**src/hw/rtl/lrx_pkg.sv**
```systemverilog
package lrx_pkg;

  localparam int DATA_WIDTH_DEF = 32;
  localparam int VALUE_W        = 32;
  localparam int SYM_W          = 8;

  localparam logic [SYM_W-1:0] CH_NUL    = 8'h00;
  localparam logic [SYM_W-1:0] CH_TIMES  = 8'h2A;
  localparam logic [SYM_W-1:0] CH_PLUS   = 8'h2B;
  localparam logic [SYM_W-1:0] CH_MINUS  = 8'h2D;
  localparam logic [SYM_W-1:0] CH_DIVIDE = 8'h2F;
  localparam logic [SYM_W-1:0] CH_ZERO   = 8'h30;
  localparam logic [SYM_W-1:0] CH_NINE   = 8'h39;

  typedef enum logic [2:0] {
    OP_PLUS    = 3'd0,
    OP_MINUS   = 3'd1,
    OP_TIMES   = 3'd2,
    OP_DIVIDE  = 3'd3,
    OP_UNKNOWN = 3'd4
  } op_t;

  // Controller to datapath
  typedef struct packed {
    logic ld_digit;
    logic set_op;
    logic apply;
    logic start;
    logic step;
    logic finish;
    logic emit;
  } cmd_t;

  // Datapath to controller
  typedef struct packed {
    logic is_digit;
    logic is_term;
    logic needs_unit;
    logic unit_last;
  } sts_t;

  function automatic op_t encode_op(input logic [SYM_W-1:0] sym);
    op_t op;
    unique case (sym)
      CH_PLUS:   op = OP_PLUS;
      CH_MINUS:  op = OP_MINUS;
      CH_TIMES:  op = OP_TIMES;
      CH_DIVIDE: op = OP_DIVIDE;
      default:   op = OP_UNKNOWN;
    endcase
    return op;
  endfunction

endpackage

```
**src/hw/rtl/left_to_right_expression_evaluator_core.sv**
```systemverilog
// Digits are taken without leaving the idle state; so is a non-digit that applies a
// pending '+', '-', unknown operator or a division by zero. A non-digit that applies a
// pending '*' or '/' runs the one-bit-per-cycle shift-add / restoring-division unit and
// then a finish step; input is stalled meanwhile. A zero byte also passes an emit step
// that loads the output register (and waits while it is full). Synchronous active-low
// reset clears total, number, error flag and output valid; pending operator is plus.
module left_to_right_expression_evaluator_core #(
  parameter int DATA_WIDTH = lrx_pkg::DATA_WIDTH_DEF
) (
  input  logic                               clk,
  input  logic                               rst_n,
  input  logic                               in_valid,
  output logic                               in_stall,
  input  logic [lrx_pkg::SYM_W-1:0]          in_symbol,
  output logic                               out_valid,
  input  logic                               out_stall,
  output logic signed [lrx_pkg::VALUE_W-1:0] out_value,
  output logic                               out_divide_error
);

  lrx_pkg::cmd_t cmd;
  lrx_pkg::sts_t sts;

  lrx_ctrl u_ctrl (
    .clk       (clk),
    .rst_n     (rst_n),
    .in_valid  (in_valid),
    .in_stall  (in_stall),
    .out_valid (out_valid),
    .out_stall (out_stall),
    .sts       (sts),
    .cmd       (cmd)
  );

  lrx_dpath #(
    .DATA_WIDTH (DATA_WIDTH)
  ) u_dpath (
    .clk              (clk),
    .rst_n            (rst_n),
    .in_symbol        (in_symbol),
    .cmd              (cmd),
    .sts              (sts),
    .out_value        (out_value),
    .out_divide_error (out_divide_error)
  );

endmodule

```
**src/hw/rtl/lrx_ctrl.sv**
```systemverilog
module lrx_ctrl (
  input  logic          clk,
  input  logic          rst_n,
  input  logic          in_valid,
  output logic          in_stall,
  output logic          out_valid,
  input  logic          out_stall,
  input  lrx_pkg::sts_t sts,
  output lrx_pkg::cmd_t cmd
);

  typedef enum logic [3:0] {
    S_IDLE = 4'b0001,
    S_RUN  = 4'b0010,
    S_FIN  = 4'b0100,
    S_EMIT = 4'b1000
  } state_t;

  state_t state_r, state_nxt;
  logic   term_r, term_nxt;
  logic   out_valid_r, out_valid_nxt;
  logic   in_acc;
  logic   out_free;

  assign in_stall  = (state_r != S_IDLE);
  assign in_acc    = in_valid && (state_r == S_IDLE);
  assign out_free  = !out_valid_r || !out_stall;
  assign out_valid = out_valid_r;

  always_comb begin
    state_nxt = state_r;
    term_nxt  = term_r;
    cmd       = '0;
    unique case (state_r)
      S_IDLE: begin
        if (in_acc) begin
          if (sts.is_digit) begin
            cmd.ld_digit = 1'b1;
          end else begin
            cmd.set_op = 1'b1;
            term_nxt   = sts.is_term;
            if (sts.needs_unit) begin
              cmd.start = 1'b1;
              state_nxt = S_RUN;
            end else begin
              cmd.apply = 1'b1;
              if (sts.is_term) state_nxt = S_EMIT;
            end
          end
        end
      end
      S_RUN: begin
        cmd.step = 1'b1;
        if (sts.unit_last) state_nxt = S_FIN;
      end
      S_FIN: begin
        cmd.finish = 1'b1;
        state_nxt  = term_r ? S_EMIT : S_IDLE;
      end
      S_EMIT: begin
        // hold until the output register can take the transaction
        if (out_free) begin
          cmd.emit  = 1'b1;
          state_nxt = S_IDLE;
        end
      end
      default: state_nxt = S_IDLE;
    endcase
    out_valid_nxt = cmd.emit | (out_valid_r & out_stall);
  end

  always_ff @(posedge clk) begin
    if (!rst_n) begin
      state_r     <= S_IDLE;
      term_r      <= 1'b0;
      out_valid_r <= 1'b0;
    end else begin
      state_r     <= state_nxt;
      term_r      <= term_nxt;
      out_valid_r <= out_valid_nxt;
    end
  end

endmodule

```
**src/hw/rtl/lrx_dpath.sv**
```systemverilog
module lrx_dpath #(
  parameter int DATA_WIDTH = lrx_pkg::DATA_WIDTH_DEF
) (
  input  logic                             clk,
  input  logic                             rst_n,
  input  logic [lrx_pkg::SYM_W-1:0]        in_symbol,
  input  lrx_pkg::cmd_t                    cmd,
  output lrx_pkg::sts_t                    sts,
  output logic signed [lrx_pkg::VALUE_W-1:0] out_value,
  output logic                             out_divide_error
);

  localparam int CNT_W = $clog2(DATA_WIDTH);

  logic [DATA_WIDTH-1:0] total_r, total_nxt;
  logic [DATA_WIDTH-1:0] num_r, num_nxt;
  lrx_pkg::op_t          pend_r, pend_nxt;
  logic                  err_r, err_nxt;

  // shared iterative multiply / divide unit
  logic [DATA_WIDTH-1:0] acc_r, acc_nxt;
  logic [DATA_WIDTH-1:0] opa_r, opa_nxt;
  logic [DATA_WIDTH-1:0] opb_r, opb_nxt;
  logic                  div_r, div_nxt;
  logic                  neg_r, neg_nxt;
  logic [CNT_W-1:0]      cnt_r, cnt_nxt;

  logic [lrx_pkg::VALUE_W-1:0] value_r, value_nxt;
  logic                        derr_r, derr_nxt;

  logic [DATA_WIDTH-1:0] digit;
  logic [DATA_WIDTH-1:0] tot_mag;
  logic [DATA_WIDTH-1:0] num_mag;
  logic [DATA_WIDTH:0]   trial;
  logic                  fits;
  logic                  num_zero;

  assign sts.is_digit   = (in_symbol >= lrx_pkg::CH_ZERO) && (in_symbol <= lrx_pkg::CH_NINE);
  assign sts.is_term    = (in_symbol == lrx_pkg::CH_NUL);
  assign num_zero       = (num_r == '0);
  assign sts.needs_unit = (pend_r == lrx_pkg::OP_TIMES) ||
                          ((pend_r == lrx_pkg::OP_DIVIDE) && !num_zero);
  assign sts.unit_last  = (cnt_r == '0);

  // low nibble of an ASCII digit is its value
  assign digit   = DATA_WIDTH'(in_symbol[3:0]);
  assign tot_mag = total_r[DATA_WIDTH-1] ? (~total_r + 1'b1) : total_r;
  assign num_mag = num_r[DATA_WIDTH-1] ? (~num_r + 1'b1) : num_r;
  assign trial   = {acc_r, opa_r[DATA_WIDTH-1]};
  assign fits    = (trial >= {1'b0, opb_r});

  always_comb begin
    total_nxt = total_r;
    num_nxt   = num_r;
    pend_nxt  = pend_r;
    err_nxt   = err_r;
    acc_nxt   = acc_r;
    opa_nxt   = opa_r;
    opb_nxt   = opb_r;
    div_nxt   = div_r;
    neg_nxt   = neg_r;
    cnt_nxt   = cnt_r;
    value_nxt = value_r;
    derr_nxt  = derr_r;

    if (cmd.ld_digit) begin
      num_nxt = (num_r << 3) + (num_r << 1) + digit;
    end

    if (cmd.apply) begin
      case (pend_r)
        lrx_pkg::OP_PLUS:   total_nxt = total_r + num_r;
        lrx_pkg::OP_MINUS:  total_nxt = total_r - num_r;
        lrx_pkg::OP_DIVIDE: err_nxt   = 1'b1;  // only reached with a zero divisor
        default:            total_nxt = total_r;
      endcase
    end

    if (cmd.set_op) begin
      pend_nxt = lrx_pkg::encode_op(in_symbol);
      num_nxt  = '0;
    end

    if (cmd.start) begin
      div_nxt = (pend_r == lrx_pkg::OP_DIVIDE);
      neg_nxt = total_r[DATA_WIDTH-1] ^ num_r[DATA_WIDTH-1];
      acc_nxt = '0;
      cnt_nxt = CNT_W'(DATA_WIDTH - 1);
      if (pend_r == lrx_pkg::OP_DIVIDE) begin
        opa_nxt = tot_mag;
        opb_nxt = num_mag;
      end else begin
        opa_nxt = total_r;
        opb_nxt = num_r;
      end
    end

    if (cmd.step) begin
      cnt_nxt = cnt_r - 1'b1;
      if (div_r) begin
        acc_nxt = fits ? DATA_WIDTH'(trial - {1'b0, opb_r}) : trial[DATA_WIDTH-1:0];
        opa_nxt = {opa_r[DATA_WIDTH-2:0], fits};
      end else begin
        acc_nxt = opb_r[0] ? (acc_r + opa_r) : acc_r;
        opa_nxt = opa_r << 1;
        opb_nxt = opb_r >> 1;
      end
    end

    if (cmd.finish) begin
      if (div_r) total_nxt = neg_r ? (~opa_r + 1'b1) : opa_r;
      else       total_nxt = acc_r;
    end

    if (cmd.emit) begin
      value_nxt = lrx_pkg::VALUE_W'(total_r);
      derr_nxt  = err_r;
      total_nxt = '0;
      num_nxt   = '0;
      pend_nxt  = lrx_pkg::OP_PLUS;
      err_nxt   = 1'b0;
    end
  end

  always_ff @(posedge clk) begin
    if (!rst_n) begin
      total_r <= '0;
      num_r   <= '0;
      pend_r  <= lrx_pkg::OP_PLUS;
      err_r   <= 1'b0;
    end else begin
      total_r <= total_nxt;
      num_r   <= num_nxt;
      pend_r  <= pend_nxt;
      err_r   <= err_nxt;
    end
  end

  always_ff @(posedge clk) begin
    acc_r   <= acc_nxt;
    opa_r   <= opa_nxt;
    opb_r   <= opb_nxt;
    div_r   <= div_nxt;
    neg_r   <= neg_nxt;
    cnt_r   <= cnt_nxt;
    value_r <= value_nxt;
    derr_r  <= derr_nxt;
  end

  assign out_value        = $signed(value_r);
  assign out_divide_error = derr_r;

endmodule

```
**config.mk**
```make
export PLATFORM = sky130hd
export DESIGN_NAME = left_to_right_expression_evaluator_core
export DESIGN_NICKNAME = d
export VERILOG_FILES = /design/src/hw/rtl/lrx_pkg.sv /design/src/hw/rtl/left_to_right_expression_evaluator_core.sv /design/src/hw/rtl/lrx_ctrl.sv /design/src/hw/rtl/lrx_dpath.sv
export SDC_FILE = /design/constraint.sdc
export NUM_CORES = 1
export LEC_CHECK = 0
export CAP_MARGIN = 20
export CORE_ASPECT_RATIO = 2
export CORE_MARGIN = 2
export CORE_UTILIZATION = 60
export DETAILED_ROUTE_END_ITERATION = 10
export DONT_BUFFER_PORTS = 1
export HOLD_SLACK_MARGIN = 0.08
export PLACE_DENSITY = 0.82
export SKIP_CTS_REPAIR_TIMING = 1
export SKIP_LAST_GASP = 1
export SLEW_MARGIN = 20
export SYNTH_ARGS = -nofsm -noshare
export SYNTH_HDL_FRONTEND = slang
export SYNTH_HIERARCHICAL = 1
export SYNTH_SLANG_ARGS = --single-unit
```
**constraint.sdc**
```tcl
create_clock -name clk -period 4.19 [get_ports clk]
set_input_delay 0.2095 -clock clk [delete_from_list [all_inputs] [get_ports clk]]
set_output_delay 0.2095 -clock clk [all_outputs]
set_load 0.01 [all_outputs]
```
; Word-level counts from Yosys, hierarchy flattened
; Cells that the tools add are included.
[classes]
add_sub_neg = 10
mul = 0
div = 0
n_lt_le_gt_ge = 3
n_eq_ne = 18
shifts = 0
n_mux = 41
bitwise = 8
reduce_logical = 22
[ops]
columns = cell, count
row1 = 2-to-1 mux 32 bit, 18
row2 = adder 32 x 1 -> 32 bit (second input constant), 3
row3 = adder 32 bit, 3
row4 = NOT 32 bit, 3
row5 = case mux 32 bit (2 select lines), 1
row6 = subtractor 32 bit, 2
row7 = 2-to-1 mux 4 bit, 9
row8 = >= comparator 33 x 32 -> 1 bit, 1
row9 = adder 32 x 4 -> 32 bit, 1
row10 = == test 8 x 6 -> 1 bit (second input constant), 4
row11 = zero test 32 bit, 1
row12 = case mux 4 bit (4 select lines), 1
row13 = case mux 3 bit (4 select lines), 1
row14 = 2-to-1 mux 5 bit, 2
row15 = >= comparator 8 x 6 -> 1 bit (second input constant), 1
row16 = <= comparator 8 x 6 -> 1 bit (second input constant), 1
row17 = zero test 8 bit, 1
row18 = 2-to-1 mux 1 bit, 8
row19 = == test 3 x 2 -> 1 bit (second input constant), 2
row20 = AND reduction 2 bit, 3
row21 = zero test 5 bit, 1
row22 = AND reduction 5 bit, 1
row23 = subtractor 5 x 1 -> 5 bit (second input constant), 1
row24 = == test 4 x 1 -> 1 bit (second input constant), 1
row25 = other kinds (23), 32
[totals]
regBits = 210
latch_bits = 0
ramBits = 0
rom_bits = 0
input_bits = 12
elab_cells = 117
mem_count = 0

; Longest topological paths before layout
; Gate-level depths: netlist of the first run.
[depth]
ltp_word = 11
ltp_mapped = 20

; Cells and area by module
; Netlist of the first run, hierarchy kept.
[modules_own_cells]
columns = module, instances, cells_each, area_each_um2, seq_area_each_um2
row1 = lrx_dpath, 1, 2131, 17606.9, 5124.9
row2 = lrx_ctrl, 1, 44, 366.6, 120.1

; Worst setup path after synthesis of the first run
; OpenSTA, ideal clock, no wires.
[synth_timing]
path_type = register to register
from = reg u_dpath.num_r[1]
to = reg u_dpath.acc_r[0] (enable)
setup_ns = 0.391
arrival_ns = 4.120
t_required_ns = 3.799
slack_ns = -0.321
stages_incl_launch_ff = 15
path_cell_list = dfxtp_1 inv_1 ha_1 nand2_1 nor3_1 nand4b_1 nor3_2 and2_1 and4b_1 nor3b_1 and3_1 clkbuf_1 clkbuf_1 or2_2 o21a_1
[synth_rtl]
columns = element, line
row1 = from (decl), lrx_dpath.sv:16  ; logic [DATA_WIDTH-1:0] num_r, num_nxt;
row2 = from (signal assigned), lrx_dpath.sv:133  ; num_r <= num_nxt;
row3 = to (signal assigned), lrx_dpath.sv:140  ; acc_r <= acc_nxt;
row4 = to (decl), lrx_dpath.sv:21  ; logic [DATA_WIDTH-1:0] acc_r, acc_nxt;

; Worst setup path in the final report of the first run
[layout_timing]
from = reg u_dpath.num_r[11]
to = reg u_dpath.total_r[30]
[layout_via]
elab_chain_len = 10
[layout_lines]
columns = element, line
row1 = branches (longest 10 deep; another with subtractor 32 bit), -
row2 = to (signal assigned), lrx_dpath.sv:132  ; total_r <= total_nxt;
row3 = to (decl), lrx_dpath.sv:15  ; logic [DATA_WIDTH-1:0] total_r, total_nxt;
; Several ways; the timed one is not identified. The select of a mux whose other input is x is not followed.
; A chain may end at the register's enable or synchronous reset.

==> reports/summary.md, run 1 <==
### Worst setup path
* startpoint kind of the worst setup timing path: flop
* slack of the worst reg-to-reg path: 0.21 ns
* Arrival @ worst endpoint: 4.38 ns
* destination of the worst register-to-register timing path: u_dpath/total_r[30]
* maximum net fanout on the critical path: 4
* crit path capture type: flop
* Worst Reg2Reg Path Length in Cells: 18
* Setup CP Type: reg -> reg
* CP required: 4.59 ns
* critical path launch point: u_dpath/num_r[11]
* source of the worst register-to-register timing path: u_dpath/num_r[11]

### Status
* result of the run: finished clean

### STA
* final worst path period share: 0.950
* worst relative slew slack: 0.297
* final-report max-slew violation count: 0
* Max Freq: 251 MHz
* Setup Viol. Count Final: 0
* Final Hold Slack: 0.0671 ns
* Least-Margin Pin Slew: 1.05 ns
* time the worst path needs with I/O delays and setup: 3.98 ns
* Total Neg Setup Slack: 0 ns
* Fin Clk Skew: 0.0324 ns
* RSZ-0062 raised after global routing: yes
* final hold violation count: 0

### Placement
* HPWL after detailed placement: 43700 microns
* Final Wtd Congestion: 1.04
* I/O Buffers: 0
* Cells after DPL: 2504
* cell area reported after detailed placement: 0.0186 sq mm

### Synth
* share of async-settable or async-resettable flops after synthesis: 0
* most used standard cells in the synthesized netlist: sky130_fd_sc_hd__nor2_1, sky130_fd_sc_hd__nand2_1, sky130_fd_sc_hd__a21oi_1, sky130_fd_sc_hd__o21ai_0, sky130_fd_sc_hd__ha_1
* area share of the largest cell type after synthesis: 0.174
* number of standard cells after synthesis: 2175
* number of flops mapped to enable cells by yosys: 104
* most frequently used cell type in the post-synthesis netlist: sky130_fd_sc_hd__nor2_1
* prevailing post-synth register cell: sky130_fd_sc_hd__dfxtp_1
* Yosys top cell by area: sky130_fd_sc_hd__edfxtp_1
* Synthesized Nets: 2349
* ranking of synthesized cells by area: sky130_fd_sc_hd__edfxtp_1, sky130_fd_sc_hd__dfxtp_1, sky130_fd_sc_hd__ha_1
* yosys warns: 6
* average footprint of a synthesized cell: 8.26 sq um
* netlist area before placement: 0.0180 sq mm
* number of flip-flops and latches in the synthesized netlist: 210
* library cells used by synthesis: 89
* sequential-to-total area share from yosys stat: 0.292

### Floorplanning
* initial core utilization: 0.609
* overall die width: 126 microns
* Die Area: 0.0314 sq mm
* placeable core area: 0.0295 sq mm
* IO Pins: 47
* total number of placement rows: 89
* die height: 249 microns

### Hold path
* Hold Path Origin: in_symbol[5]
* worst hold path class: in -> reg
* Min-Delay Endpoint: u_dpath/pend_r[2]
* cell depth of the worst hold path: 2

### Layout
* Post-Layout Cell Count: 2552
* fillers: 2425
* number of antenna cells inserted: 0
* Layout area overhead: 8.47%
* post-route design area: 0.0195 sq mm
* Post-layout nets: 2347
* fraction of final layout cells with drive strength greater than 1: 0.0763

### GRT
* global-route wire length before repair: 86500 microns
* pin count of the biggest net entering global routing: 92
* via count of the first global-routing pass: 16500
* all-layer global routing usage: 0.345
* initial antenna violation count: 0
* sum of overflow across all layers after global routing: 0

### Clock network
* root buffer selected by CTS: sky130_fd_sc_hd__clkbuf_16
* CTS max path bufs: 3
* TritonCTS clock tree: done
* # clock sinks: 210
* cts bufs inserted: 21
* number of levels in the clock H-tree: 1
* Skew-Pair Late Insertion Delay: 0.54 ns
* clock-pin slew of the registers on the worst-case setup and hold paths: 0.06 ns

### Detailed routing
* via count of the routed design: 16700
* drc violations: 0
* 1st-iter DRT viols: 1235
* wire length after detailed routing: 55800 microns
* total iterations of the first detailed-routing run: 5
* Antenna Violating Nets Remaining: 0
* routed via count divided by cell count: 6.53
* routed wire length per instance: 21.9 microns

### Power
* total power per unit cell area: 313 mW/mm^2
* Peak VDD IR: 374 uV
* static leakage: 8.34 nW

### Run
* Max-cap violations: 0

-- sequential cells by signal, indices dropped and copies added (netlist names) --
signal                    flops
u_dpath/num_r                32
u_dpath/total_r              32
u_ctrl/term_r                 1
u_dpath/out_divide_error      1
u_ctrl/out_valid              1
u_dpath/err_r                 1
u_dpath/div_r                 1
u_dpath/cnt_r                 5
u_dpath/neg_r                 1
u_ctrl/state_r                4
u_dpath/opb_r                32
u_dpath/acc_r                32
u_dpath/pend_r                3
u_dpath/opa_r                32
u_dpath/out_value            32
-- routing by layer --
metal	vias up	track usage	wire length (microns)
li1	7993	-	-
met1	7851	0.356	19600
met2	606	0.639	29200
met3	205	0.0296	2500
met4	0	0.243	4450
met5	-	0	0
-- metrics by stage --
step,util,setup slack [ns],total power [W]
floorplan,-,0.169,0.00357
global placement,0.630,0.135,0.00407
detailed placement,0.630,0.106,0.00409
CTS,0.654,0.0630,0.00604
global route,0.661,0.00222,0.00635
finish,0.661,0.209,0.00610
-- where the power goes --
group / total [W] / leakage, nW / internal (W) / switching [W]
logic: 0.00168 / 6.13 / 0.000732 / 0.000946
clock network: 0.00197 / 0.342 / 0.00110 / 0.000869
registers: 0.00245 / 1.86 / 0.00226 / 0.000195
total: 0.00610 / 8.34 / 0.00409 / 0.00201
-- cells by family after synthesis --
kind of cell	after synthesis	synth area share
DFF	210	0.292
muxes	41	0.0232
and+or+nand+nor	675	0.184
buffers and inverters	189	0.0410
xor gates and xnor gates	213	0.104
AOI/OAI and AO/OA	685	0.242
adders and majority gates	162	0.115
-- layout by cell type (no fill, tap or decap), drive strengths merged, types with 19 or more instances in the layout --
cell	count
nor2	202
nand2	200
o21ai	185
a21oi	181
ha	157
xnor2	113
dfxtp	106
edfxtp	104
xor2	100
inv	87
a21o	77
buf	69
o211ai	55
nand3	54
mux2i	36
nor3	31
clkbuf	26
nand2b	25
a31oi	24
or3	24
a211oi	23
o31ai	20
nor2b	19
-- cell type report --
class | instances | area, sq um | area share
Multi-Input combinational cell | 1776 | 12100 | 0.621
Sequential cell | 210 | 5250 | 0.269
Timing Repair Buffer | 78 | 646 | 0.0331
Clock buffer | 26 | 607 | 0.0311
Tap cell | 364 | 455 | 0.0234
Inverter | 86 | 323 | 0.0166
Clock inverter | 12 | 105 | 0.00539
-- critical path, cell delays in order (launching register included) --
cell and delay, ns:
sky130_fd_sc_hd__dfxtp_1 0.31, sky130_fd_sc_hd__or4_4 0.57, sky130_fd_sc_hd__nor3_4 0.16, sky130_fd_sc_hd__nand3_2 0.13, sky130_fd_sc_hd__or3_4 0.38, sky130_fd_sc_hd__or2_4 0.28
sky130_fd_sc_hd__o21ai_0 0.23, sky130_fd_sc_hd__xor2_1 0.18, sky130_fd_sc_hd__ha_1 0.26, sky130_fd_sc_hd__a21o_1 0.19, sky130_fd_sc_hd__a21o_1 0.17, sky130_fd_sc_hd__a21o_1 0.18
sky130_fd_sc_hd__a21oi_1 0.14, sky130_fd_sc_hd__nor2_1 0.05, sky130_fd_sc_hd__o211ai_1 0.15, sky130_fd_sc_hd__nand2_1 0.07, sky130_fd_sc_hd__a31oi_1 0.16, sky130_fd_sc_hd__xor2_1 0.16
sky130_fd_sc_hd__a21oi_1 0.07
-- how the worst max path moves through the flow --
stage                           to  slack, ns  depth (start not counted)
2_1_floorplan     u_dpath/acc_r[0]       0.17                         14
3_3_place_gp   u_dpath/total_r[28]       0.14                         17
3_5_place_dp   u_dpath/total_r[28]       0.11                         17
4_1_cts        u_dpath/total_r[28]       0.06                         17
5_1_grt        u_dpath/total_r[31]      0.002                         19
6_report       u_dpath/total_r[30]       0.21                         18
Power figures use the tool's default switching activity.
==> run 2, diff against run 1 <==
Settings changed: CORE_ASPECT_RATIO 2 to 1.1, CORE_UTILIZATION 60 to 65, PLACE_DENSITY 0.82 to 0.84, TNS_END_PERCENT set to 10.
Clock period 4.19 ns to 4.7 ns, I/O delays scaled along.
==> reports/summary.md, run 2 (synthesis gave the netlist of run 1 again) <==
### Status
* result of the run: finished clean, unchanged

### STA
* Fin Clk Skew: 0.0218 ns, was 0.0324 ns
* final-report max-slew violation count: 0, unchanged
* Final Hold Slack: 0.0454 ns, was 0.0671 ns
* worst relative slew slack: 0.323, was 0.297
* final hold violation count: 0, unchanged
* Least-Margin Pin Slew: 1.02 ns, was 1.05 ns
* Max Freq: 228 MHz, was 251 MHz
* Final WS setup: 0.311 ns, was 0.209 ns
* Total Neg Setup Slack: 0 ns, unchanged
* time the worst path needs with I/O delays and setup: 4.39 ns, was 3.98 ns
* RSZ-0062 raised after global routing: no, was yes
* final worst path period share: 0.934, was 0.950
* Setup Viol. Count Final: 0, unchanged

### Worst setup path
* Slowest Stage Delay on Critical Path: 0.55 ns, was 0.57 ns
* maximum net fanout on the critical path: 9, was 4
* CP required: 5.12 ns, was 4.59 ns
* critical path's slowest cell: sky130_fd_sc_hd__or4_1, was sky130_fd_sc_hd__or4_4
* startpoint kind of the worst setup timing path: flop, unchanged
* CP delay by family, top: simple AND/OR/NAND/NOR gates, unchanged
* most repeated library cell on the critical path: sky130_fd_sc_hd__a21o_1, unchanged
* Setup CP Type: reg -> reg, unchanged
* ordered list of cells on the worst path: or4_1, nor2_1, nand3_2, or3_1, or2_4, o21ai_0, xor2_1, ha_1, a21o_1, a21o_1, a21o_1, a21oi_1, nor2_1, o211ai_1, nand2_1, a31oi_1, xor2_1, a21oi_1, was or4_4, nor3_4, nand3_2, or3_4, or2_4, o21ai_0, xor2_1, ha_1, a21o_1, a21o_1, a21o_1, a21oi_1, nor2_1, o211ai_1, nand2_1, a31oi_1, xor2_1, a21oi_1
* crit path capture type: flop, unchanged
* Arrival @ worst endpoint: 4.81 ns, was 4.38 ns
* crit path buf inv count: 0, unchanged

### Power
* Peak VDD IR: 326 uV, was 374 uV
* static leakage: 8.19 nW, was 8.34 nW
* total power per unit cell area: 285 mW/mm^2, was 313 mW/mm^2

### Clock network
* clock-pin slew of the registers on the worst-case setup and hold paths: 0.06 ns, about the same
* Skew-Pair Late Insertion Delay: 0.54 ns, about the same
* # clock sinks: 210, unchanged
* CTS max path bufs: 3, unchanged
* cts bufs inserted: 24, was 21
* root buffer selected by CTS: sky130_fd_sc_hd__clkbuf_16, unchanged
* number of levels in the clock H-tree: 1, unchanged
* TritonCTS clock tree: done, unchanged

### Detailed routing
* detailed-route wire length on metal 1: 21700 microns, was 19600 microns
* routed wire length per instance: 21.6 microns, was 21.9 microns
* routed via count divided by cell count: 6.70, was 6.53
* drc violations: 0, unchanged
* 1st-iter DRT viols: 1617, was 1235
* met3 WL: 4500 microns, was 2500 microns
* via count of the routed design: 16800, was 16700
* wire length after detailed routing: 54200 microns, was 55800 microns
* Antenna Violating Nets Remaining: 0, unchanged
* Top Metal Used: met4, unchanged
* Met2 Wirelength: 24300 microns, was 29200 microns
* total iterations of the first detailed-routing run: 6, was 5

### Layout
* Layout Utilization: 0.708, was 0.661
* number of antenna cells inserted: 0, unchanged
* most frequent cells in the layout: sky130_fd_sc_hd__nor2_1, sky130_fd_sc_hd__nand2_1, sky130_fd_sc_hd__a21oi_1, was sky130_fd_sc_hd__nor2_1, sky130_fd_sc_hd__nand2_1, sky130_fd_sc_hd__o21ai_0, sky130_fd_sc_hd__a21oi_1, sky130_fd_sc_hd__ha_1
* fraction of final layout cells with drive strength greater than 1: 0.0547, was 0.0763
* Post-Layout Cell Count: 2514, was 2552
* commonest non-fill, non-tap cell in the layout: sky130_fd_sc_hd__nor2_1, unchanged
* Layout area overhead: 6.85%, was 8.47%
* Post-layout nets: 2313, was 2347

### Floorplanning
* IO Pins: 47, unchanged
* total number of placement rows: 63, was 89
* initial core utilization: 0.663, was 0.609
* overall die width: 163 microns, was 126 microns
* die height: 178 microns, was 249 microns
* Die Area: 0.0290 sq mm, was 0.0314 sq mm
* placeable core area: 0.0271 sq mm, was 0.0295 sq mm

### GRT
* pin count of the biggest net entering global routing: 92, unchanged
* all-layer global routing usage: 0.368, was 0.345
* sum of overflow across all layers after global routing: 0, unchanged
* via count of the first global-routing pass: 15700, was 16500
* initial antenna violation count: 1, was 0
* global-route wire length before repair: 84200 microns, was 86500 microns

### Run
* Max-cap violations: 0, unchanged

### Placement
* worst setup timing slack at the placement stage: 0.335 ns, was 0.106 ns
* Cells after DPL: 2460, was 2504
* Final Wtd Congestion: 0.968, was 1.04
* I/O Buffers: 0, unchanged
* HPWL after detailed placement: 40500 microns, was 43700 microns

### Hold path
* worst hold path class: in -> reg, unchanged

## run 2: worst reg2reg max path: stages, from the launching register on
cell                       delay (ns)
sky130_fd_sc_hd__dfxtp_1         0.41
sky130_fd_sc_hd__or4_1           0.55
sky130_fd_sc_hd__nor2_1          0.26
sky130_fd_sc_hd__nand3_2         0.16
sky130_fd_sc_hd__or3_1           0.38
sky130_fd_sc_hd__or2_4           0.30
sky130_fd_sc_hd__o21ai_0         0.19
sky130_fd_sc_hd__xor2_1          0.18
sky130_fd_sc_hd__ha_1            0.36
sky130_fd_sc_hd__a21o_1          0.22
sky130_fd_sc_hd__a21o_1          0.16
sky130_fd_sc_hd__a21o_1          0.19
sky130_fd_sc_hd__a21oi_1         0.18
sky130_fd_sc_hd__nor2_1          0.06
sky130_fd_sc_hd__o211ai_1        0.16
sky130_fd_sc_hd__nand2_1         0.07
sky130_fd_sc_hd__a31oi_1         0.17
sky130_fd_sc_hd__xor2_1          0.20
sky130_fd_sc_hd__a21oi_1         0.08
## run 2: per-stage QoR
step,total power [W],instance area (sq um)
floorplan,0.00318,18000
global placement,0.00352,18300
detailed placement,0.00354,18300
CTS,0.00545,19100
global route,0.00572,19200
finish,0.00548,19200
## run 2: path summary, 6_finish.rpt
| path | start | endpoint | slack, ns | cells past startpoint |
|---|---|---|---|---|
| min reg2reg | u_dpath/err_r | u_dpath/out_divide_error | 0.48 | 0 |
| min | in_valid | u_ctrl/term_r | 0.05 | 3 |
| max | u_dpath/num_r[7] | u_dpath/total_r[30] | 0.31 | 18 |
| max reg2reg | u_dpath/num_r[7] | u_dpath/total_r[30] | 0.31 | 18 |
## run 2: area by class of cell
class,instances,area [sq um]
clock inverters,11,95.1
fillers,2161,7910
flip-flops and latches,210,5250
multi-input cells,1776,12000
inverters,86,323
well taps,357,447
clock buffers,33,707
repair buffers,41,345
## run 2: routing by layer
layer  GRT usage  vias up
li1            -     7909
met1       0.461     7978
met2       0.591      787
met3      0.0609      164
met4       0.234        0
met5           0        -
## run 2: power breakdown
group | internal (W) | switching (W) | leakage [nW]
sequential | 0.00201 | 0.000166 | 1.86
combinational | 0.000582 | 0.000804 | 5.94
clock | 0.00111 | 0.000801 | 0.395
total | 0.00371 | 0.00177 | 8.19
==> run 3, diff against run 2 <==
Settings changed: CORE_ASPECT_RATIO 1.1 to 1.2, GPL_ROUTABILITY_DRIVEN set to 0, RECOVER_POWER set to 100.
==> reports/summary.md, run 3 (synthesis gave the netlist of run 1 again) <==
### Worst setup path
* startpoint kind of the worst setup timing path: flop, unchanged
* critical path launch point: u_dpath/opa_r[31], was u_dpath/num_r[7]
* Worst Reg2Reg Path Length in Cells: 13, was 18
* maximum net fanout on the critical path: 27, was 9
* capture point of the worst path: u_dpath/acc_r[6], was u_dpath/total_r[30]
* destination of the worst register-to-register timing path: u_dpath/acc_r[6], was u_dpath/total_r[30]
* slack of the worst reg-to-reg path: 0.26 ns, was 0.31 ns
* ordered list of cells on the worst path: inv_1, ha_1, nor2b_1, o31ai_1, a21oi_1, nand4_1, o211ai_1, a21oi_1, o311a_1, clkbuf_2, mux2_2, a21oi_1, nor2_1, was or4_1, nor2_1, nand3_2, or3_1, or2_4, o21ai_0, xor2_1, ha_1, a21o_1, a21o_1, a21o_1, a21oi_1, nor2_1, o211ai_1, nand2_1, a31oi_1, xor2_1, a21oi_1
* crit path buf inv count: 2, was 0
* Setup CP Type: reg -> reg, unchanged
* Worst path depth: 13, was 18
* critical path's slowest cell: sky130_fd_sc_hd__edfxtp_1, was sky130_fd_sc_hd__or4_1
* crit path capture type: flop, unchanged
* CP delay by family, top: compound AO/OA/AOI/OAI gates, was simple AND/OR/NAND/NOR gates
* Slowest Stage Delay on Critical Path: 0.55 ns, about the same
* source of the worst register-to-register timing path: u_dpath/opa_r[31], was u_dpath/num_r[7]
* most repeated library cell on the critical path: sky130_fd_sc_hd__a21oi_1, was sky130_fd_sc_hd__a21o_1
* CP required: 4.97 ns, was 5.12 ns
* Arrival @ worst endpoint: 4.71 ns, was 4.81 ns

### Clock network
* # clock sinks: 210, unchanged
* root buffer selected by CTS: sky130_fd_sc_hd__clkbuf_16, unchanged
* Skew-Pair Late Insertion Delay: 0.52 ns, was 0.54 ns
* CTS max path bufs: 3, unchanged
* number of levels in the clock H-tree: 1, unchanged
* TritonCTS clock tree: done, unchanged
* cts bufs inserted: 23, was 24
* clock-pin slew of the registers on the worst-case setup and hold paths: 0.06 ns, about the same

### GRT
* initial antenna violation count: 0, was 1
* via count of the first global-routing pass: 15600, was 15700
* sum of overflow across all layers after global routing: 0, unchanged
* pin count of the biggest net entering global routing: 71, was 92
* global-route wire length before repair: 80700 microns, was 84200 microns
* all-layer global routing usage: 0.350, was 0.368

### Layout
* Layout area overhead: 5.55%, was 6.85%
* Layout Utilization: 0.698, was 0.708
* Post-layout nets: 2308, was 2313
* fraction of final layout cells with drive strength greater than 1: 0.0442, was 0.0547
* multi-input gate area in the final layout: 0.0120 sq mm, about the same
* fillers: 2140, was 2161
* number of antenna cells inserted: 0, unchanged
* Post-Layout Cell Count: 2491, was 2514
* post-route design area: 0.0190 sq mm, was 0.0192 sq mm
* commonest non-fill, non-tap cell in the layout: sky130_fd_sc_hd__nor2_1, unchanged
* most frequent cells in the layout: sky130_fd_sc_hd__nor2_1, sky130_fd_sc_hd__nand2_1, sky130_fd_sc_hd__a21oi_1, unchanged
* footprint of the flip-flops and latches: 0.00525 sq mm, unchanged

### STA
* time the worst path needs with I/O delays and setup: 4.44 ns, was 4.39 ns
* Max Freq: 225 MHz, was 228 MHz
* final hold violation count: 0, unchanged
* Setup Viol. Count Final: 0, unchanged
* Fin Clk Skew: 0.0114 ns, was 0.0218 ns
* final worst path period share: 0.945, was 0.934
* final-report max-slew violation count: 45, was 0
* Least-Margin Pin Slew: 2.04 ns, was 1.02 ns
* worst relative slew slack: -0.381, was 0.323
* RSZ-0062 raised after global routing: no, unchanged
* Total Neg Setup Slack: 0 ns, unchanged

### Detailed routing
* drc violations: 0, unchanged
* 1st-iter DRT viols: 1392, was 1617
* routed wire length per instance: 20.7 microns, was 21.6 microns
* Met2 Wirelength: 23800 microns, was 24300 microns
* met3 WL: 4560 microns, was 4500 microns
* wire length after detailed routing: 51500 microns, was 54200 microns
* total iterations of the first detailed-routing run: 6, unchanged
* via count of the routed design: 16600, was 16800
* Antenna Violating Nets Remaining: 0, unchanged
* detailed-route wire length on metal 1: 20200 microns, was 21700 microns
* routed via count divided by cell count: 6.67, was 6.70
* Top Metal Used: met4, unchanged

### Status
* result of the run: complete, but fails checks, was finished clean
* failing checks: capacitance limit, slew limit

### Floorplanning
* placeable core area: 0.0272 sq mm, was 0.0271 sq mm
* Die Area: 0.0290 sq mm, about the same
* IO Pins: 47, unchanged
* overall die width: 156 microns, was 163 microns
* total number of placement rows: 66, was 63
* die height: 186 microns, was 178 microns
* initial core utilization: 0.662, was 0.663

### Power
* Peak VDD IR: 283 uV, was 326 uV
* static leakage: 8.08 nW, was 8.19 nW
* total power per unit cell area: 281 mW/mm^2, was 285 mW/mm^2

### Run
* Max-cap violations: 3, was 0

### Placement
* cell area reported after detailed placement: 0.0182 sq mm, was 0.0183 sq mm
* HPWL after detailed placement: 38900 microns, was 40500 microns
* I/O Buffers: 0, unchanged
* Cells after DPL: 2439, was 2460

### Hold path
* worst hold path class: in -> reg, unchanged

==> run 3: cell count changes in the layout (fill, tap and decap cells not counted), sizes merged <==
cell / change
buf: -16
bufinv: +1
clkbuf: +7
clkinv: +6
clkinvlp: -2
inv: -2
==> run 3: worst min-delay path: stages <==
cell and delay (ns):
sky130_fd_sc_hd__nand2b_1 0.08, sky130_fd_sc_hd__o21ai_0 0.20, sky130_fd_sc_hd__a21oi_1 0.06
==> run 3: area by class of cell <==
class / instances / share of cell area
clock buffers: 28 / 0.0313
clock inverters: 14 / 0.00679
inverters: 86 / 0.0170
multi-input cells: 1776 / 0.632
flip-flops and latches: 210 / 0.276
well taps: 340 / 0.0224
repair buffers: 37 / 0.0140
==> run 3: worst min-delay path by stage <==
stage	from	end	slack (ns)	cells after the start
2_1_floorplan	rst_n	u_ctrl/state_r[1]	0.37	1
3_3_place_gp	rst_n	u_ctrl/state_r[1]	0.38	1
3_5_place_dp	rst_n	u_ctrl/state_r[1]	0.38	1
4_1_cts	rst_n	u_ctrl/state_r[1]	-0.16	1
5_1_grt	in_valid	u_ctrl/term_r	0.14	3
6_report	in_valid	u_ctrl/term_r	0.10	3
==> run 3: report_power, final <==
part / switching, W / internal, W / leakage (nW)
Clock: 0.000758 / 0.00102 / 0.365
Sequential: 0.000178 / 0.00201 / 1.86
Combinational: 0.000788 / 0.000576 / 5.86
==> run 3: stage by stage <==
stage	worst slack, ns	total power, W	hold WS [ns]
after floorplan	0.189	0.00318	0.368
after global placement	0.508	0.00347	0.377
after detailed placement	0.407	0.00352	0.383
after CTS	0.356	0.00528	-0.161
after global routing	0.0799	0.00553	0.144
final	0.260	0.00533	0.102
==> run 3: per-layer routing <==
metal  GRT usage  vias up
met3      0.0447      164
met1       0.445     7741
li1            -     7906
met5           0        -
met4       0.174        0
met2       0.589      808
